## config.mk

```make
export PLATFORM = sky130hd
export DESIGN_NAME = mme_cmd_fifo
export DESIGN_NICKNAME = d
export VERILOG_FILES = /design/src/rtl/mme_pkg.sv /design/src/rtl/mme_cmd_fifo.sv
export SDC_FILE = /design/constraint.sdc
export NUM_CORES = 1
export LEC_CHECK = 0
export BUFFER_PORTS_ARGS = -buffer_cell sky130_fd_sc_hd__buf_2
export CORE_MARGIN = 3
export CORE_UTILIZATION = 35
export CTS_BUF_LIST = sky130_fd_sc_hd__clkbuf_8 sky130_fd_sc_hd__clkbuf_16
export DETAILED_ROUTE_END_ITERATION = 7
export PLACE_DENSITY = 0.61
export RECOVER_POWER = 50
export SLEW_MARGIN = 25
export SYNTH_ARGS = -nofsm -noshare
export SYNTH_HDL_FRONTEND = slang
export SYNTH_SLANG_ARGS = --single-unit
```

## constraint.sdc

```tcl
create_clock -name clk -period 2.8 [get_ports clk]
set_clock_uncertainty 0.2 [all_clocks]
set_input_delay 0.56 -clock clk [delete_from_list [all_inputs] [get_ports clk]]
set_output_delay 0.56 -clock clk [all_outputs]
set_load 0.005 [all_outputs]
```

## src/rtl/mme_pkg.sv

```systemverilog
`timescale 1ns / 1ps

package mme_pkg;

    localparam int MAX_DIM     = 8;
    localparam int ELEM_WIDTH  = 32;
    localparam int FRAC_BITS   = 16;
    localparam int IDX_W       = 3;
    localparam int DIM_W       = 4;
    localparam int VALUE_W     = 32;
    localparam int STORE_DEPTH = MAX_DIM * MAX_DIM;
    localparam int ADDR_W      = $clog2(STORE_DEPTH);
    localparam int PROD_W      = 2 * ELEM_WIDTH;
    localparam int ACC_W       = PROD_W + $clog2(MAX_DIM) + 1;
    localparam int CMD_DEPTH   = 4;
    localparam int CMD_PTR_W   = $clog2(CMD_DEPTH);

    localparam logic [1:0] OP_LOAD_A  = 2'd0;
    localparam logic [1:0] OP_LOAD_B  = 2'd1;
    localparam logic [1:0] OP_COMPUTE = 2'd2;

    localparam logic [1:0] CFG_ROWS_A    = 2'd0;
    localparam logic [1:0] CFG_INNER_DIM = 2'd1;
    localparam logic [1:0] CFG_COLS_B    = 2'd2;

    localparam logic [DIM_W-1:0] DIM_RESET = DIM_W'(MAX_DIM);

    typedef struct packed {
        logic [1:0]                opcode;
        logic [IDX_W-1:0]          row_index;
        logic [IDX_W-1:0]          col_index;
        logic signed [VALUE_W-1:0] element_value;
    } item_t;

    typedef struct packed {
        logic signed [VALUE_W-1:0] product_value;
        logic [IDX_W-1:0]          out_row;
        logic [IDX_W-1:0]          out_col;
        logic                      saturated;
        logic                      last;
    } result_t;

    typedef struct packed {
        logic [DIM_W-1:0] rows_a;
        logic [DIM_W-1:0] inner_dim;
        logic [DIM_W-1:0] cols_b;
    } dims_t;

    typedef enum logic [1:0] {
        CMD_LOAD_A,
        CMD_LOAD_B,
        CMD_COMPUTE
    } cmd_kind_t;

    typedef struct packed {
        cmd_kind_t                    kind;
        logic [ADDR_W-1:0]            addr;
        logic signed [ELEM_WIDTH-1:0] value;
    } cmd_t;

    typedef enum logic [1:0] {
        BK_IDLE,
        BK_MAC,
        BK_DRAIN
    } back_state_t;

    function automatic logic [DIM_W-1:0] clamp_dim(input logic [DIM_W-1:0] d);
        logic [DIM_W-1:0] r;
        r = d;
        if (d == '0)
        begin
            r = DIM_W'(1);
        end
        else if (d > DIM_W'(MAX_DIM))
        begin
            r = DIM_W'(MAX_DIM);
        end
        return r;
    endfunction

endpackage

```

## src/rtl/mme_cmd_fifo.sv

```systemverilog
`timescale 1ns / 1ps

module mme_cmd_fifo (
    input  logic          clk,
    input  logic          rst_n,
    input  logic          push,
    input  mme_pkg::cmd_t push_cmd,
    output logic          full,
    input  logic          pop,
    output logic          cmd_valid,
    output mme_pkg::cmd_t cmd
);

    mme_pkg::cmd_t                entry_reg [mme_pkg::CMD_DEPTH];
    logic [mme_pkg::CMD_PTR_W-1:0] wr_ptr_reg;
    logic [mme_pkg::CMD_PTR_W-1:0] rd_ptr_reg;
    logic [mme_pkg::CMD_PTR_W:0]   count_reg;
    logic                          do_push;
    logic                          do_pop;

    assign full      = (count_reg == (mme_pkg::CMD_PTR_W + 1)'(mme_pkg::CMD_DEPTH));
    assign cmd_valid = (count_reg != '0);
    assign cmd       = entry_reg[rd_ptr_reg];
    assign do_push   = push && !full;
    assign do_pop    = pop && cmd_valid;

    always_ff @(posedge clk)
    begin
        if (do_push)
        begin
            entry_reg[wr_ptr_reg] <= push_cmd;
        end
    end

    always_ff @(posedge clk or negedge rst_n)
    begin
        if (!rst_n)
        begin
            wr_ptr_reg <= '0;
            rd_ptr_reg <= '0;
            count_reg  <= '0;
        end
        else
        begin
            if (do_push)
            begin
                wr_ptr_reg <= wr_ptr_reg + 1'b1;
            end
            if (do_pop)
            begin
                rd_ptr_reg <= rd_ptr_reg + 1'b1;
            end
            unique case ({do_push, do_pop})
                2'b10:   count_reg <= count_reg + 1'b1;
                2'b01:   count_reg <= count_reg - 1'b1;
                default: count_reg <= count_reg;
            endcase
        end
    end

endmodule

```

After elaboration in Yosys (flattened, before gate mapping)
Memories as Yosys holds them, arrays and structs flattened.
Index checks and enable logic that the tools add are counted.

word-level totals
  register bits after elaboration = 7
  bits in writable memories = 160
  output and inout port bits = 42
  logic and storage cells = 19
  memories = 1

cells by class
  add/sub/neg operators = 4
  eq/ne operators = 3
  muxes and demuxes = 3
  reductions and logical operators = 5

memories
  memory     words  width  read ports  clocked after Yosys merged registers in  write ports  line                source
  entry_reg  4      40     1           0                                        1            mme_cmd_fifo.sv:14  mme_pkg::cmd_t entry_reg [mme_pkg::CMD_DEPTH];

operators by type and width
  cell                                                  number
  one-hot mux 3 bit (2 select lines)                    1
  adder 2 x 1 -> 2 bit (second input constant)          2
  adder 3 x 1 -> 3 bit (second input constant)          1
  equality test 3 bit (second input constant)           1
  nonzero test 3 bit                                    1
  subtractor 3 x 1 -> 3 bit (second input constant)     1
  equality test 2 x 1 -> 1 bit (second input constant)  1
  equality test 2 bit (second input constant)           1
  logical AND 1 bit                                     2
  two-way mux 1 bit                                     2
  nonzero test 2 bit                                    1
  zero test 1 bit                                       1

Depth between registers and ports, before layout
  word-level depth = 5
  gate-level depth with buffers = 9
  gate-level depth less buffers = 9

Least setup slack after synthesis
Ideal clock, no wire load.

  path type = in2reg
  from = input push
  to = memory entry_reg[0][0] (netlist name) (enable)
  data arrival time = 1.800 ns
  setup slack = 0.398 ns
  cell stages on the path = 2
  path buffers = 0
  path through = nor2b_2 > and2_1

on the way
  cells in the longest elaborated chain, start to end = 3

RTL lines
  element                                  line                source
  start: declaration                       mme_cmd_fifo.sv:6   input logic push,
  logical AND 1 bit                        mme_cmd_fifo.sv:24  assign do_push = push && !full;
  two-way mux 1 bit                        mme_cmd_fifo.sv:29  if (do_push)
  two-way mux 1 bit (implied by the code)  mme_cmd_fifo.sv:31  entry_reg[wr_ptr_reg] <= push_cmd;
  end: declaration                         mme_cmd_fifo.sv:14

Every way passes these cells.

==> qor.csv <==
metric;value;unit
ys_dominant_reg_cell;edfxtp_1;
critical_path_class;register to primary output;
fmax;0.387;GHz
clock-sinks;167;
p_total;8.03;mW
crit_chain;buf_12 > mux4_2 > buf_2;
remaining_drc_errors;0;
path_clk_slew;0.06;ns
ys_warn_count;0;
vias_per_cell;4.74;
syn_area_per_cell;25.3;um^2
drv_cap;0;
synth_nets;297;
synth.largest_area_cell;edfxtp_1;
fin_area;7560;um^2
largest_reg_flops;160;
synth.most_common_cell;edfxtp_1;
firstDrtPassIters;4;
vias;2822;
placed_cell_area;6990;um^2
htreeDepth;4;
syn_to_final_growth;21.0;%
cp_data_arrival_time;1.82;ns
period_needed;2.58;ns
gp_congestion;0.666;
required;2.04;ns
cts_max_path_buffers;2;
rows;48;
grt_usage;12.5;%
ys_ff_latch;167;
async_flop_share;4.19;%
start_kind;register;
end_kind;primary output;
die_x;140;um
hp-class;primary input to register;
period_share;92.3;%
irDropWorstVdd;514;uV
start_util;35.9;%
diodes;0;
portBuffers;85;
slowest_stage;mux4_2;
antenna_found_initial;0;
synth_top_area_share;76.9;%
fin_tns_setup;0;ns
synth_cell_types;22;
fin_util;43.4;%
slew_headroom;64.4;%
synth_top_cells_by_count;edfxtp_1, mux4_2, dfrtp_1;
num_io_pins;86;
path_delay_family;multiplexers;
root_buffer;clkbuf_16;
tightestPinTransition;0.532;ns
gr-total-overflow;0;
final-instance-count-excl-fill;595;
critPathBufInv;2;
cts_resized;0;
synth_area_leaders;edfxtp_1, mux4_2, dfrtp_1, buf_12, ha_1;
drive_gt1_share;35.9;%
synth_seq_area_share;79.7;%
post_drt_wl_per_cell;19.3;um
die_area;19500;um^2
totalWireLength;11500;um
outcome;completed;
rsz0062_at_grt;no;
synth-edff-count;160;
final_max_slew_viol_count;0;
syn_area;6250;um^2
worstPathMaxFanout;15;
place_hpwl;7120;um
grt_pass1_wl;18100;um
power_density;1060;nW/um^2
antenna_left;0;
slowest_delay;0.54;ns
setup_violations;0;
synthCells;247;
fin_nets;407;
coreArea;17400;um^2
die_y;140;um
grt_pass1_vias;3136;
p_leak;2.55;nW
post-place-cells;559;
grt_start_max_net_pins;28;
drt-initial-drc-count;168;
clk_latency;0.42;ns
cts_buffers;17;
cts_tree;done;
finalHoldViolCount;0;
==> area by class of cell <==
class                   count  area (um^2)
fillers                  1549         9850
flip-flops and latches    167         4980
multi-input cells          64         1130
repair buffers            101          554
clock buffers              17          425
well taps                 225          282
clock inverters            15          163
inverters                   6         22.5
==> cell usage in the layout, fill, tap and decap left out <==
cell type / n
buf_4: 8
inv_1: 8
dlygate4sd3_1: 1
ha_1: 5
inv_6: 1
bufinv_16: 3
buf_2: 44
dfrtp_2: 1
nor2b_1: 1
clkinvlp_4: 2
buf_12: 5
clkinv_2: 4
mux4_1: 2
dfrtp_4: 1
clkbuf_16: 17
xnor2_1: 3
mux2i_1: 1
nor2_1: 1
and2_2: 4
xor2_1: 3
mux2_2: 1
edfxtp_1: 160
nand2_1: 1
clkbuf_2: 2
dfrtp_1: 5
fa_1: 1
o31a_1: 1
clkinv_1: 1
nor3b_1: 1
clkbuf_1: 41
or3_1: 1
clkinv_4: 2
mux4_2: 38
==> routing by layer <==
metal	GRT usage, %	wire length (um)	vias to the layer above
li1	-	-	1256
met1	15.8	4850	1484
met2	20.4	5930	66
met3	3.71	545	16
met4	5.20	138	0
met5	0	0	-
==> worst register-to-register path, delay by kind of cell, from the launching register on <==
kind | cells | cell delay (ns)
buffers and inverters | 1 | 0.25
AND/OR/NAND/NOR | 3 | 1.13
flip-flops | 1 | 0.41
==> per-stage QoR <==
| stage | worst slack, ns | hold slack [ns] |
|---|---|---|
| 6_report | 0.215 | 0.197 |
| 2_1_floorplan | 0.398 | 0.0644 |
| 3_3_place_gp | 0.467 | 0.204 |
| 3_5_place_dp | 0.460 | 0.205 |
| 5_1_grt | 0.135 | 0.192 |
| 4_1_cts | 0.172 | 0.126 |
==> cell families (layout without fill, tap and decap cells) <==
logic type                 Yosys count  in the layout  synth area share, %
AOI/OAI and AO/OA                    1              1                0.140
DFF                                167            167                 79.7
buffers and inverters               16            139                 2.20
adders and majority gates            6              6                 1.32
and+or+nand+nor                      9              9                0.961
xor gates and xnor gates             6              6                0.841
muxes                               42             42                 14.9
==> where the power goes <==
part	internal [mW]	total [mW]	leakage, nW	switching, mW
clock	1.39	2.30	0.293	0.908
combinational	1.15	2.26	0.713	1.11
sequential	3.32	3.47	1.55	0.155
==> final timing paths <==
kind	start	to	slack (ns)	depth (start not counted)
worst max-delay path	rd_ptr_reg[0]	cmd[27]	0.22	3
worst min-delay path	push_cmd[39]	entry_reg[3][39]	0.20	1
worst max register to register	count_reg[2]	entry_reg[0][7]	0.50	4
worst min register to register	count_reg[2]	count_reg[2]	0.31	1
max in group asynchronous	rst_n	rd_ptr_reg[0]	1.73	2
min in group asynchronous	rst_n	count_reg[0]	0.37	2
==> repair_timing <==
item	CTS	global route
hold endpoints to repair	7	0
setup endpoints to repair	9	0
setup buffers	3	0
hold buffers	1	0
No activity file was read; power rests on OpenSTA's default activity.
