**src/rtl/mme_pkg.sv**
```systemverilog
`timescale 1ns / 1ps

package mme_pkg;

    localparam int MAX_DIM     = 8;
    localparam int ELEM_WIDTH  = 32;
    localparam int FRAC_BITS   = 16;
    localparam int IDX_W       = 3;
    localparam int DIM_W       = 4;
    localparam int VALUE_W     = 32;
    localparam int STORE_DEPTH = MAX_DIM * MAX_DIM;
    localparam int ADDR_W      = $clog2(STORE_DEPTH);
    localparam int PROD_W      = 2 * ELEM_WIDTH;
    localparam int ACC_W       = PROD_W + $clog2(MAX_DIM) + 1;
    localparam int CMD_DEPTH   = 4;
    localparam int CMD_PTR_W   = $clog2(CMD_DEPTH);

    localparam logic [1:0] OP_LOAD_A  = 2'd0;
    localparam logic [1:0] OP_LOAD_B  = 2'd1;
    localparam logic [1:0] OP_COMPUTE = 2'd2;

    localparam logic [1:0] CFG_ROWS_A    = 2'd0;
    localparam logic [1:0] CFG_INNER_DIM = 2'd1;
    localparam logic [1:0] CFG_COLS_B    = 2'd2;

    localparam logic [DIM_W-1:0] DIM_RESET = DIM_W'(MAX_DIM);

    typedef struct packed {
        logic [1:0]                opcode;
        logic [IDX_W-1:0]          row_index;
        logic [IDX_W-1:0]          col_index;
        logic signed [VALUE_W-1:0] element_value;
    } item_t;

    typedef struct packed {
        logic signed [VALUE_W-1:0] product_value;
        logic [IDX_W-1:0]          out_row;
        logic [IDX_W-1:0]          out_col;
        logic                      saturated;
        logic                      last;
    } result_t;

    typedef struct packed {
        logic [DIM_W-1:0] rows_a;
        logic [DIM_W-1:0] inner_dim;
        logic [DIM_W-1:0] cols_b;
    } dims_t;

    typedef enum logic [1:0] {
        CMD_LOAD_A,
        CMD_LOAD_B,
        CMD_COMPUTE
    } cmd_kind_t;

    typedef struct packed {
        cmd_kind_t                    kind;
        logic [ADDR_W-1:0]            addr;
        logic signed [ELEM_WIDTH-1:0] value;
    } cmd_t;

    typedef enum logic [1:0] {
        BK_IDLE,
        BK_MAC,
        BK_DRAIN
    } back_state_t;

    function automatic logic [DIM_W-1:0] clamp_dim(input logic [DIM_W-1:0] d);
        logic [DIM_W-1:0] r;
        r = d;
        if (d == '0)
        begin
            r = DIM_W'(1);
        end
        else if (d > DIM_W'(MAX_DIM))
        begin
            r = DIM_W'(MAX_DIM);
        end
        return r;
    endfunction

endpackage

```
**src/rtl/mme_front.sv**
```systemverilog
`timescale 1ns / 1ps

module mme_front (
    input  logic                        clk,
    input  logic                        rst_n,
    input  logic                        item_valid,
    output logic                        item_ready,
    input  mme_pkg::item_t              item,
    input  logic                        cfg_valid,
    output logic                        cfg_ready,
    input  logic [1:0]                  cfg_index,
    input  logic [mme_pkg::DIM_W-1:0]   cfg_data,
    output mme_pkg::dims_t              dims,
    output logic                        push,
    output mme_pkg::cmd_t               push_cmd,
    input  logic                        full
);

    logic [mme_pkg::DIM_W-1:0] rows_a_reg;
    logic [mme_pkg::DIM_W-1:0] inner_dim_reg;
    logic [mme_pkg::DIM_W-1:0] cols_b_reg;
    logic                      accept;
    logic                      in_range;

    assign cfg_ready  = 1'b1;
    assign item_ready = !full;
    assign accept     = item_valid && item_ready;
    assign in_range   = (int'(item.row_index) < mme_pkg::MAX_DIM)
                     && (int'(item.col_index) < mme_pkg::MAX_DIM);

    always_comb
    begin
        push_cmd.addr  = mme_pkg::ADDR_W'(item.row_index * mme_pkg::MAX_DIM
                                          + item.col_index);
        push_cmd.value = item.element_value[mme_pkg::ELEM_WIDTH-1:0];
        push_cmd.kind  = mme_pkg::CMD_COMPUTE;
        push           = 1'b0;
        unique case (item.opcode)
            mme_pkg::OP_LOAD_A:
            begin
                push_cmd.kind = mme_pkg::CMD_LOAD_A;
                push          = accept && in_range;
            end
            mme_pkg::OP_LOAD_B:
            begin
                push_cmd.kind = mme_pkg::CMD_LOAD_B;
                push          = accept && in_range;
            end
            mme_pkg::OP_COMPUTE:
            begin
                push_cmd.kind = mme_pkg::CMD_COMPUTE;
                push          = accept;
            end
            default:
            begin
                push = 1'b0;
            end
        endcase
    end

    always_ff @(posedge clk or negedge rst_n)
    begin
        if (!rst_n)
        begin
            rows_a_reg    <= mme_pkg::DIM_RESET;
            inner_dim_reg <= mme_pkg::DIM_RESET;
            cols_b_reg    <= mme_pkg::DIM_RESET;
        end
        else if (cfg_valid && cfg_ready)
        begin
            unique case (cfg_index)
                mme_pkg::CFG_ROWS_A:    rows_a_reg    <= cfg_data;
                mme_pkg::CFG_INNER_DIM: inner_dim_reg <= cfg_data;
                mme_pkg::CFG_COLS_B:    cols_b_reg    <= cfg_data;
                default:                rows_a_reg    <= rows_a_reg;
            endcase
        end
    end

    assign dims.rows_a    = mme_pkg::clamp_dim(rows_a_reg);
    assign dims.inner_dim = mme_pkg::clamp_dim(inner_dim_reg);
    assign dims.cols_b    = mme_pkg::clamp_dim(cols_b_reg);

endmodule

```
**config.mk**
```make
export PLATFORM = sky130hd
export DESIGN_NAME = mme_front
export DESIGN_NICKNAME = d
export VERILOG_FILES = /design/src/rtl/mme_pkg.sv /design/src/rtl/mme_front.sv
export SDC_FILE = /design/constraint.sdc
export NUM_CORES = 1
export LEC_CHECK = 0
export BUFFER_PORTS_ARGS = -buffer_cell sky130_fd_sc_hd__buf_2
export CAP_MARGIN = 20
export CELL_PAD_IN_SITES_DETAIL_PLACEMENT = 0
export CELL_PAD_IN_SITES_GLOBAL_PLACEMENT = 1
export CORE_MARGIN = 4
export CORE_UTILIZATION = 22
export DETAILED_ROUTE_END_ITERATION = 10
export PLACE_DENSITY = 0.9
export SLEW_MARGIN = 10
export SYNTH_ARGS = -nofsm -noshare
export SYNTH_HDL_FRONTEND = slang
export SYNTH_SLANG_ARGS = --single-unit
```
**constraint.sdc**
```tcl
create_clock -name clk -period 1.5 [get_ports clk]
set_input_delay 0.075 -clock clk [delete_from_list [all_inputs] [get_ports clk]]
set_output_delay 0.075 -clock clk [all_outputs]
set_load 0.005 [all_outputs]
```
# == Word-level counts from Yosys, hierarchy flattened ==
# Cells that the tools add are included.
# totals
ff_bits,12
latchBits,0
mem_bits_rw,0
romBits,0
in_bits,51
out_inout_bits,55
wordCells,30
mem_count,0
# op_classes
addsub,1
mul,0
div_mod_pow,0
magnitude_cmp,3
n_eq_ne,4
shift,0
muxes,8
n_bitwise,0
reduce_logical,11
# op_table
op,count
$mux 4,6
$gt 4x4->1 const B,3
$logic_not 4->1,3
$add 6x3->6,1
$reduce_and 2->1,3
$eq 2x1->1 const B,2
$eq 2x2->1 const B,2
$logic_not 2->1,2
$pmux 2 s2,1
$reduce_or 3->1,1
$logic_and 1x1->1,1
$logic_not 1->1,1
$mux 1,1

# == Depth between registers and ports, before layout ==
# Gate-level depths: netlist of run 1.
# logic_depth
depth_word,3
ltp_mapped,2
mapped_depth_nobuf,2

# == Least setup slack after synthesis of run 1 ==
# No wires, ideal clock.
# synth_path
kind,input port to flip-flop
start,in cfg_index[0]
end,reg rows_a_reg[0] (netlist bit)
setup_ns,0.125
t_arrival_ns,0.660
t_required_ns,1.375
path_slack_ns,0.715
cell_stages,2
n_path_buf,0
cell_sequence,nor3b_4 mux2_2
# synth_between
elab_chain_cells,2
# synth_lines
item,line,text
start: declaration,mme_front.sv:11,"input logic [1:0] cfg_index,"
$logic_not 2->1,mme_front.sv:71,unique case (cfg_index)
$reduce_and 2->1 (no source line),--,
end signal: assignment,mme_front.sv:65,rows_a_reg <= mme_pkg::DIM_RESET;
end signal: assignment,mme_front.sv:72,mme_pkg::CFG_ROWS_A: rows_a_reg <= cfg_data;
end signal: assignment,mme_front.sv:75,default: rows_a_reg <= rows_a_reg;
end: declaration,mme_front.sv:19,logic [mme_pkg::DIM_W-1:0] rows_a_reg;
# Every way passes these cells.
# A chain may end at the register's enable or synchronous reset.

==> results.md, run 1 <==
* Status: complete, no violations
* Top cells by area, synth: buf_4 (33%), dfrtp_1 (25%), mux2_2 (15%), dfstp_2 (8.9%), nor2b_1 (5.0%)
* WL/cell at 13.4 um
* Power Density at 1230 mW/mm2
* Gr usage total at 0.0672
* First-pass GRT wire length at 2.70 mm
* Root Driver: clkbuf_8
* GP Congestion at 0.724
* Slew Limit Fails at 0
* Yosys top cell area share at 0.331
* Setup_tns at 0 ns
* Multi-input gate area at 268 um2
* Skew final at 0 ns
* Post-synthesis simple-gate area fraction at 0.112
* Worst setup SP type: flip-flop
* Drt total wl at 1.68 mm
* # nets final at 129
* Synthesized area per cell at 10.2 um2
* Placed insts at 120
* Synth Instances at 87
* Synthesized cell area at 883 um2
* Data arrival, critical path at 1.05 ns
* Power Total at 1030 uW
* Clock-pin slew on the worst setup and hold paths at 0.05 ns
* Initial Util at 0.234
* Warning count from the yosys run at 0
* Filler cells at 410
* DRT antenna net count at 0
* Synth-to-layout area growth at -4.82%
* Final Critical Period at 1.12 ns
* Cts bufs inserted at 3
* Most common cell after layout, fill and taps aside: buf_2
* Share of layout cells above drive strength 1 at 0.662
* Total congestion overflow at 0
* CP Class: flip-flop to primary output
* Crit end category: primary output
* Port bufs at 28
* Setup-failing EPs final at 0
* Post-CTS Setup Inserts at 0
* Share of the yosys chip area belonging to registers at 0.344
* Die span in x at 71.4 um
* F_max at 890 MHz
* Mux cell area share after synthesis at 0.153
* Vias per std cell at 3.83
* Register area at 304 um2
* Synth Area in Compound Gates at 0.0340
* Synth area leader: buf_4
* Vias at 479
* CTS tree: built
* Worst EP required at 1.42 ns
* Final hold vios at 0
* # DRC at 0
* Max Cap Viol at 0
* Final std cells w/o fill at 125
* H-tree depth at 1
* Clock Tree Buf Depth at 2
* Pre-antenna DRT Iters at 2
* Crit share post-route at 0.749
* I/O Pins at 106
* Worst-path maximum fanout at 3
* #FFs+latches synth at 12
* RSZ-0062 raised after global routing: false
* Final WS setup at 0.377 ns
* Detail Placement HPWL at 1.42 mm
* Vias in the first global route at 544
* Synth unique cells at 14
* Die extent in y at 71.4 um
* Largest net degree at the start of global routing at 13
* Largest family of logic cells by synthesized area: buffers and inverters
* Fin util at 0.223
* XOR/XNOR Fraction of Synth Area at 0
* DP Worst Slack at 0.495 ns
* Maximum VDD drop at 0.000295 V
* Highest-count cells in the layout ignoring fill and taps: buf_2 (28), mux2_2 (12), dfrtp_1 (9)
* Core Area at 0.00377 mm2
* Initial antenna violation count at 0
* Adder-Cell Fraction of Synth Area at 0
* Die ar. at 0.00509 mm2
* Number of DRC markers in iteration 0 at 24
* Worst skew pair latency at 0.23 ns
* Synth Net Count at 138
* CTS Sinks at 12
* Leakage power at 0.000394 uW
* Row count at 22
* Hold crit path type: input port to flip-flop
* N_diodes at 0
worst max-delay path, stage by stage (launching register included):
cell     delay (ns)
dfrtp_1        0.39
o21ba_2        0.22
nor2_1         0.08
buf_2          0.12
layer usage:
metal	vias to the layer above	GRT usage	routed length [um]
li1	215	-	-
met1	226	0.0619	528
met2	36	0.111	802
met3	2	0.0435	336
met4	0	0.0397	8
met5	-	0	0
area by class of cell:
| cell class | instances | share of cell area |
|---|---|---|
| Timing Repair Buffer | 29 | 0.179 |
| Sequential cell | 12 | 0.362 |
| Clock buffer | 4 | 0.0655 |
| Inverter | 1 | 0.00446 |
| Multi-Input combinational cell | 31 | 0.318 |
| Tap cell | 48 | 0.0714 |
cells in the mapped netlist:
| cell type | number |
|---|---|
| nor3b_4 | 1 |
| dfrtp_1 | 9 |
| o21ba_2 | 3 |
| nor2b_1 | 7 |
| conb_1 | 1 |
| dfstp_2 | 3 |
| nor2_1 | 3 |
| mux2_2 | 12 |
| clkbuf_1 | 4 |
| buf_4 | 39 |
| nand2_1 | 1 |
| nand3b_1 | 2 |
| and3_1 | 1 |
| inv_1 | 1 |
metrics by stage:
step                hold WS, ns  cell area (um2)
detailed placement      -0.0357              776
finish                    0.117              841
global route              0.117              841
CTS                       0.111              841
floorplan                -0.221              883
global placement        -0.0494              776
power breakdown:
part | leakage (uW) | switching (uW) | total, uW | internal [uW]
Sequential | 0.000138 | 49.1 | 447 | 398
Combinational | 0.000228 | 94.3 | 246 | 152
Clock | 0.0000288 | 110 | 341 | 231
final timing paths:
kind	from	end	slack, ns	depth (start not counted)
worst max register to register	rows_a_reg[2]$_DFFE_PN0P_	rows_a_reg[2]$_DFFE_PN0P_	0.72	1
worst max-delay path	rows_a_reg[2]$_DFFE_PN0P_	dims[8]	0.38	3
max in group asynchronous	rst_n	inner_dim_reg[3]$_DFFE_PN1P_	1.00	2
min in group asynchronous	rst_n	inner_dim_reg[2]$_DFFE_PN0P_	0.23	2
worst min-delay path	cfg_data[1]	rows_a_reg[1]$_DFFE_PN0P_	0.12	2
worst min register to register	cols_b_reg[0]$_DFFE_PN0P_	cols_b_reg[0]$_DFFE_PN0P_	0.50	1
logic make-up (layout without fill, tap and decap cells):
family                 Yosys count  count (layout)
other                            1               1
and+or+nand+nor                 15              15
DFF                             12              12
muxes                           12              12
AOI/OAI and AO/OA                3               3
buffers and inverters           44              34
repair_timing:
action                    in CTS  in global routing
hold buffers                   1                  0
hold endpoints to repair      12                  0
resized for setup              0                  0
(Power assumes the default switching activity.)
==> run 2: changes to the inputs <==
--- a/config.mk
+++ b/config.mk
@@ -10,9 +10,9 @@
 export CELL_PAD_IN_SITES_DETAIL_PLACEMENT = 0
 export CELL_PAD_IN_SITES_GLOBAL_PLACEMENT = 1
 export CORE_MARGIN = 4
-export CORE_UTILIZATION = 22
+export CORE_UTILIZATION = 19
 export DETAILED_ROUTE_END_ITERATION = 10
-export PLACE_DENSITY = 0.9
+export PLACE_DENSITY = 0.83
 export SLEW_MARGIN = 10
 export SYNTH_ARGS = -nofsm -noshare
 export SYNTH_HDL_FRONTEND = slang
==> constraint.sdc (replaced) <==
create_clock -name clk -period 1 [get_ports clk]
set_input_delay 0.05 -clock clk [delete_from_list [all_inputs] [get_ports clk]]
set_output_delay 0.05 -clock clk [all_outputs]
set_load 0.005 [all_outputs]
==> run 2 against run 1 <==
  * The run now ends with setup timing left
  * Non-clock buffer count rose by 3
  * Wire length decreased by 6.6%
  * Setup slack worse by 0.47 ns
  * Die area rose by 14%
  * Register-to-register slack worse by 0.69 ns
  * Cell area is 6.3% higher
  * Count of clock-buffer cells in the layout stayed put
  * Final cell count is 5.6% higher
  * Clock power up 30%
  * Clock skew unchanged
  * Utilization is 2.1 points lower
  * First-iteration DRC count shrank 38%
  * Highest routed layer unchanged
==> results.md, run 2 (synthesis gave the netlist of run 1 again) <==
* Final hold vios at 0 (unchanged)
* Die span in x at 76.2 um (+6.8%)
* Failing checks: setup timing
* Vias per std cell at 3.70 (-3.5%)
* Most common cell after layout, fill and taps aside: buf_2
* CTS Sinks at 12 (unchanged)
* Number of DRC markers in iteration 0 at 15 (-38%)
* Leakage power at 0.000418 uW (+5.9%)
* Cts bufs inserted at 3 (unchanged)
* Placed inst area at 781 um2 (+0.65%)
* # nets final at 132 (+2.3%)
* RSZ-0062 raised after global routing: true
* Fin util at 0.202 (-0.0206)
* Clock Tree Buf Depth at 2 (unchanged)
* Synth-to-layout area growth at 1.13%
* Hold crit path type: input port to flip-flop
* Skew final at 0 ns (unchanged)
* Power Density at 1750 mW/mm2 (+42%)
* Power Internal at 1170 uW (+50%)
* Power Total at 1570 uW (+51%)
* Die extent in y at 76.2 um (+6.8%)
* Psw at 392 uW (+55%)
* First-pass GRT wire length at 2.39 mm (-11%)
* Slew Limit Fails at 0 (unchanged)
* Highest-count cells in the layout ignoring fill and taps: buf_2 (26), mux2_2 (11), dfrtp_1 (9)
* Vias in the first global route at 502 (-7.7%)
* Worst-path maximum fanout at 3 (unchanged)
* Root Driver: clkbuf_8
* Worst EP required at 0.95 ns (-0.47 ns)
* Share of layout cells above drive strength 1 at 0.700 (+0.0377)
* I/O Pins at 106 (unchanged)
* Status: finished with violations
* Clock-pin slew on the worst setup and hold paths at 0.05 ns (about the same)
* Total congestion overflow at 0 (unchanged)
* # DRC at 0 (unchanged)
* Max Cap Viol at 0 (unchanged)
* F_max at 914 MHz
* Final WS setup at -0.0937 ns (-0.471 ns)
* Die ar. at 0.00580 mm2 (+14%)
* GP Congestion at 0.656 (-9.4%)
* Row count at 24 (+9.1%)
* Hold_ws at 0.0886 ns (-0.0282 ns)
* Gr usage total at 0.0533 (-0.0139)
* Flop pwr share at 0.432 (about the same)
* Final Critical Period at 1.09 ns
* Port bufs at 28 (unchanged)
* Crit end category: primary output
* Data arrival, critical path at 1.04 ns (about the same)
* Drt total wl at 1.57 mm (-6.6%)
* CP Class: flip-flop to primary output
* CTS tree: built
* Worst setup SP type: flip-flop
* Core Area at 0.00441 mm2 (+17%)
* N_diodes at 0 (unchanged)
* WL/cell at 11.9 um (-12%)
* Register area at 304 um2 (unchanged)
* Fin area at 893 um2 (+6.3%)
* Largest net degree at the start of global routing at 13 (unchanged)
* Filler cells at 483 (+18%)
* Initial Util at 0.200 (-0.0341)
* Clock group share of total power at 0.283 (-0.047)
* DRT antenna net count at 0 (unchanged)
* Crit share post-route at 1.09
* Sw Share at 0.251 (+0.00537)
* H-tree depth at 1 (unchanged)
* Maximum VDD drop at 0.000467 V (+58%)
* Multi-input gate area at 279 um2 (+4.2%)
* Comb pwr share at 0.285 (+0.047)
* Worst skew pair latency at 0.24 ns (about the same)
* Setup-failing EPs final at 9 (+9)
* Vias at 488 (+1.9%)
* Pre-antenna DRT Iters at 2 (unchanged)
* Initial antenna violation count at 0 (unchanged)
[run 2: metal layers]
metal | vias up | wire length, um | global-route usage | part of all wire
met3 | 6 | 222 | 0.0296 | 0.14
met2 | 35 | 642 | 0.0711 | 0.41
met1 | 222 | 662 | 0.0632 | 0.42
met4 | 0 | 38 | 0.0385 | 0.024
met5 | - | 0 | 0 | 0
li1 | 225 | - | - | -
[run 2: layout make-up]
| cell class | instances | share of cell area |
|---|---|---|
| sequential | 12 | 0.340 |
| inverter | 1 | 0.00420 |
| tap | 52 | 0.0728 |
| timing repair buffer | 32 | 0.220 |
| clock buffer | 4 | 0.0504 |
| multi-input combinational | 31 | 0.312 |
[run 2: power by group through the flow]
stage          sequential [uW]  clock [uW]  combinational, uW
2_1_floorplan              652           0                344
3_3_place_gp               678           0                359
3_5_place_dp               678           0                371
4_1_cts                    670         462                419
5_1_grt                    692         496                494
6_report                   676         443                447
[run 2: path summary, 6_finish.rpt]
| kind | start | end | slack (ns) | depth (start not counted) |
|---|---|---|---|---|
| worst max-delay path | cols_b_reg[2]$_DFFE_PN0P_ | dims[0] | -0.09 | 3 |
| worst min-delay path | cfg_data[2] | rows_a_reg[2]$_DFFE_PN0P_ | 0.09 | 2 |
| worst max register to register | inner_dim_reg[1]$_DFFE_PN0P_ | inner_dim_reg[1]$_DFFE_PN0P_ | 0.03 | 3 |
| worst min register to register | rows_a_reg[0]$_DFFE_PN0P_ | rows_a_reg[0]$_DFFE_PN0P_ | 0.49 | 1 |
| max in group asynchronous | rst_n | inner_dim_reg[3]$_DFFE_PN1P_ | 0.51 | 2 |
| min in group asynchronous | rst_n | inner_dim_reg[0]$_DFFE_PN0P_ | 0.22 | 2 |
[run 2: stage by stage]
step / TNS [ns] / setup WS [ns] / instances
floorplan: 0 / 0.240 / 87
global placement: 0 / 0.0580 / 124
detailed placement: 0 / 0.0402 / 124
CTS: -0.479 / -0.115 / 132
global route: -0.930 / -0.156 / 132
finish: -0.442 / -0.0937 / 132
[run 2: critical path, stage by stage, from the launching register on]
cell	delay, ns
dfrtp_1	0.39
o21ba_2	0.21
nor2_1	0.09
buf_2	0.12
[run 2: timing repair]
action	CTS	global route
endpoints found under the hold margin	12	0
resized for setup	2	7
endpoints found under the setup margin	9	12
buffers inserted	3	0
gates cloned	0	0
pin swaps	0	1
hold buffers	1	0
==> run 3: changes to the inputs <==
--- a/config.mk
+++ b/config.mk
@@ -10,9 +10,10 @@
 export CELL_PAD_IN_SITES_DETAIL_PLACEMENT = 0
 export CELL_PAD_IN_SITES_GLOBAL_PLACEMENT = 1
 export CORE_MARGIN = 4
-export CORE_UTILIZATION = 19
+export CORE_UTILIZATION = 22
+export CTS_BUF_LIST = sky130_fd_sc_hd__clkbuf_4
 export DETAILED_ROUTE_END_ITERATION = 10
-export PLACE_DENSITY = 0.83
+export PLACE_DENSITY = 0.9
 export SLEW_MARGIN = 10
 export SYNTH_ARGS = -nofsm -noshare
 export SYNTH_HDL_FRONTEND = slang
==> constraint.sdc (replaced) <==
create_clock -name clk -period 1.2 [get_ports clk]
set_input_delay 0.06 -clock clk [delete_from_list [all_inputs] [get_ports clk]]
set_output_delay 0.06 -clock clk [all_outputs]
set_load 0.005 [all_outputs]
==> run 3 against run 2 <==
  * The flow now finishes without violations
  * Final cell count down 3.8%
  * Critical path type unchanged
  * Via count up 2.3%
  * Sequential power down 17%
  * Critical endpoint is now dims[8]
==> results.md, run 3 (synthesis gave the netlist of run 1 again) <==
* Final Critical Period at 1.14 ns
* Clock-pin slew on the worst setup and hold paths at 0.07 ns (+0.02 ns)
* Fin util at 0.221 (+0.0183)
* Hold crit path type: input port to flip-flop
* Largest net degree at the start of global routing at 13 (unchanged)
* Status: complete, no violations
* Worst EP required at 1.14 ns (+0.19 ns)
* Gr usage total at 0.0681 (+0.0148)
* Vias at 499 (+2.3%)
* CP peak stage delay at 0.40 ns (about the same)
* Worst-path maximum fanout at 3 (unchanged)
* # DRC at 0 (unchanged)
* Setup_tns at 0 ns (+0.442 ns)
* Final std cells w/o fill at 127 (-3.8%)
* Power Internal at 824 uW (-30%)
* Initial Util at 0.234 (+0.0341)
* Port bufs at 28 (unchanged)
* Vias in the first global route at 537 (+7.0%)
* Die span in x at 71.4 um (-6.3%)
* Maximum VDD drop at 0.000316 V (-32%)
* Clock Tree Buf Depth at 2 (unchanged)
* CP Class: flip-flop to primary output
* CTS Sinks at 12 (unchanged)
* I/O Pins at 106 (unchanged)
* Max Cap Viol at 0 (unchanged)
* Register area at 304 um2 (unchanged)
* Core Area at 0.00377 mm2 (-15%)
* Critical-path cell list: o21ba_2 > nor2_2 > buf_2
* Psw at 313 uW (-20%)
* # nets final at 131 (-0.76%)
* Final hold vios at 0 (unchanged)
* Setup-failing EPs final at 0 (-9)
* Data arrival, critical path at 1.08 ns (+0.04 ns)
* Die extent in y at 71.4 um (-6.3%)
* Most common cell after layout, fill and taps aside: buf_2
* Total congestion overflow at 0 (unchanged)
* DRT antenna net count at 0 (unchanged)
* Power Density at 1370 mW/mm2 (-22%)
* Worst setup SP type: flip-flop
* Crit end category: primary output
* Die ar. at 0.00509 mm2 (-12%)
* Comb pwr share at 0.291 (+0.006)
* Worst skew pair latency at 0.26 ns (+0.02 ns)
* N_diodes at 0 (unchanged)
* GP Congestion at 0.724 (+10%)
* Flop pwr share at 0.493 (+0.061)
* Power Total at 1140 uW (-27%)
* Fin area at 832 um2 (-6.9%)
* Initial antenna violation count at 0 (unchanged)
* CTS tree: built
* F_max at 880 MHz
* Sw Share at 0.275 (+0.0246)
* Placed insts at 120 (-3.2%)
* First-pass GRT wire length at 2.71 mm (+13%)
* Row count at 22 (-8.3%)
* H-tree depth at 1 (unchanged)
* Leakage power at 0.000391 uW (-6.4%)
* Slew Limit Fails at 0 (unchanged)
* Filler cells at 413 (-14%)
* Clock group share of total power at 0.215 (-0.068)
* Cts bufs inserted at 3 (unchanged)
* Drt total wl at 1.69 mm (+7.9%)
* Slowest-stage cell, CP: dfrtp_1
* Vias per std cell at 3.93 (+6.3%)
* Share of layout cells above drive strength 1 at 0.684 (-0.0165)
* Pre-antenna DRT Iters at 2 (unchanged)
* Skew final at 0 ns (unchanged)
* WL/cell at 13.3 um (+12%)
* Crit share post-route at 0.947
* Highest-count cells in the layout ignoring fill and taps: buf_2 (28), mux2_2 (12), dfrtp_1 (9)
* Multi-input gate area at 273 um2 (-2.2%)
* Detail Placement HPWL at 1.42 mm
* Root Driver: clkbuf_4
* Placed inst area at 776 um2 (-0.64%)
* Number of DRC markers in iteration 0 at 22 (+7)
* Synth-to-layout area growth at -5.81%
* RSZ-0062 raised after global routing: true
run 3: cell count changes in the layout (fill, tap and decap cells not counted), sizes merged:
cell / previous run / this run
clkinv: 0 / 1
clkbuf: 4 / 3
buf: 31 / 30
run 3: final timing paths:
path	from	endpoint	slack, ns	cells past startpoint
max	rows_a_reg[2]$_DFFE_PN0P_	dims[8]	0.06	3
min reg2reg	cols_b_reg[0]$_DFFE_PN0P_	cols_b_reg[0]$_DFFE_PN0P_	0.50	1
min in group asynchronous	rst_n	inner_dim_reg[2]$_DFFE_PN0P_	0.18	2
max reg2reg	rows_a_reg[2]$_DFFE_PN0P_	rows_a_reg[2]$_DFFE_PN0P_	0.29	2
max in group asynchronous	rst_n	inner_dim_reg[3]$_DFFE_PN1P_	0.75	2
min	cfg_data[1]	rows_a_reg[1]$_DFFE_PN0P_	0.07	2
run 3: area by class of cell:
type | count | share of cell area
clock buffer | 3 | 0.0271
clock inverter | 1 | 0.00451
multi-input combinational | 31 | 0.328
sequential | 12 | 0.365
tap | 48 | 0.0722
inverter | 1 | 0.00451
timing repair buffer | 31 | 0.198
run 3: repair_timing:
| action | 4_1_cts | 5_1_grt |
|---|---|---|
| hold buffers | 1 | 0 |
| hold endpoints to repair | 12 | 0 |
| buffers inserted | 0 | 2 |
| resized for setup | 0 | 2 |
| endpoints found under the setup margin | 0 | 2 |
run 3: power by group through the flow:
stage          sequential [uW]  combinational, uW  clock [uW]
4_1_cts                    559                317         261
3_5_place_dp               566                311           0
3_3_place_gp               559                303           0
2_1_floorplan              544                287           0
6_report                   561                331         245
5_1_grt                    575                365         288
run 3: layer usage:
| layer | GRT usage | vias to the layer above | wire length (um) |
|---|---|---|---|
| li1 | - | 222 | - |
| met1 | 0.0627 | 235 | 533 |
| met2 | 0.110 | 38 | 796 |
| met3 | 0.0477 | 4 | 337 |
| met4 | 0.0397 | 0 | 21 |
| met5 | 0 | - | 0 |
run 3: stage by stage:
stage | hold WS, ns | setup WS (ns)
2_1_floorplan | -0.236 | 0.430
3_3_place_gp | -0.0644 | 0.280
3_5_place_dp | -0.0507 | 0.210
4_1_cts | 0.0610 | 0.0316
5_1_grt | 0.0546 | 0.00333
6_report | 0.0667 | 0.0641
run 3: worst max-delay path: cells and delay by family (launching register included):
family	cells	cell delay [ns]
flops	1	0.40
compound gates	1	0.23
buf+inv	1	0.11
simple gates	1	0.07
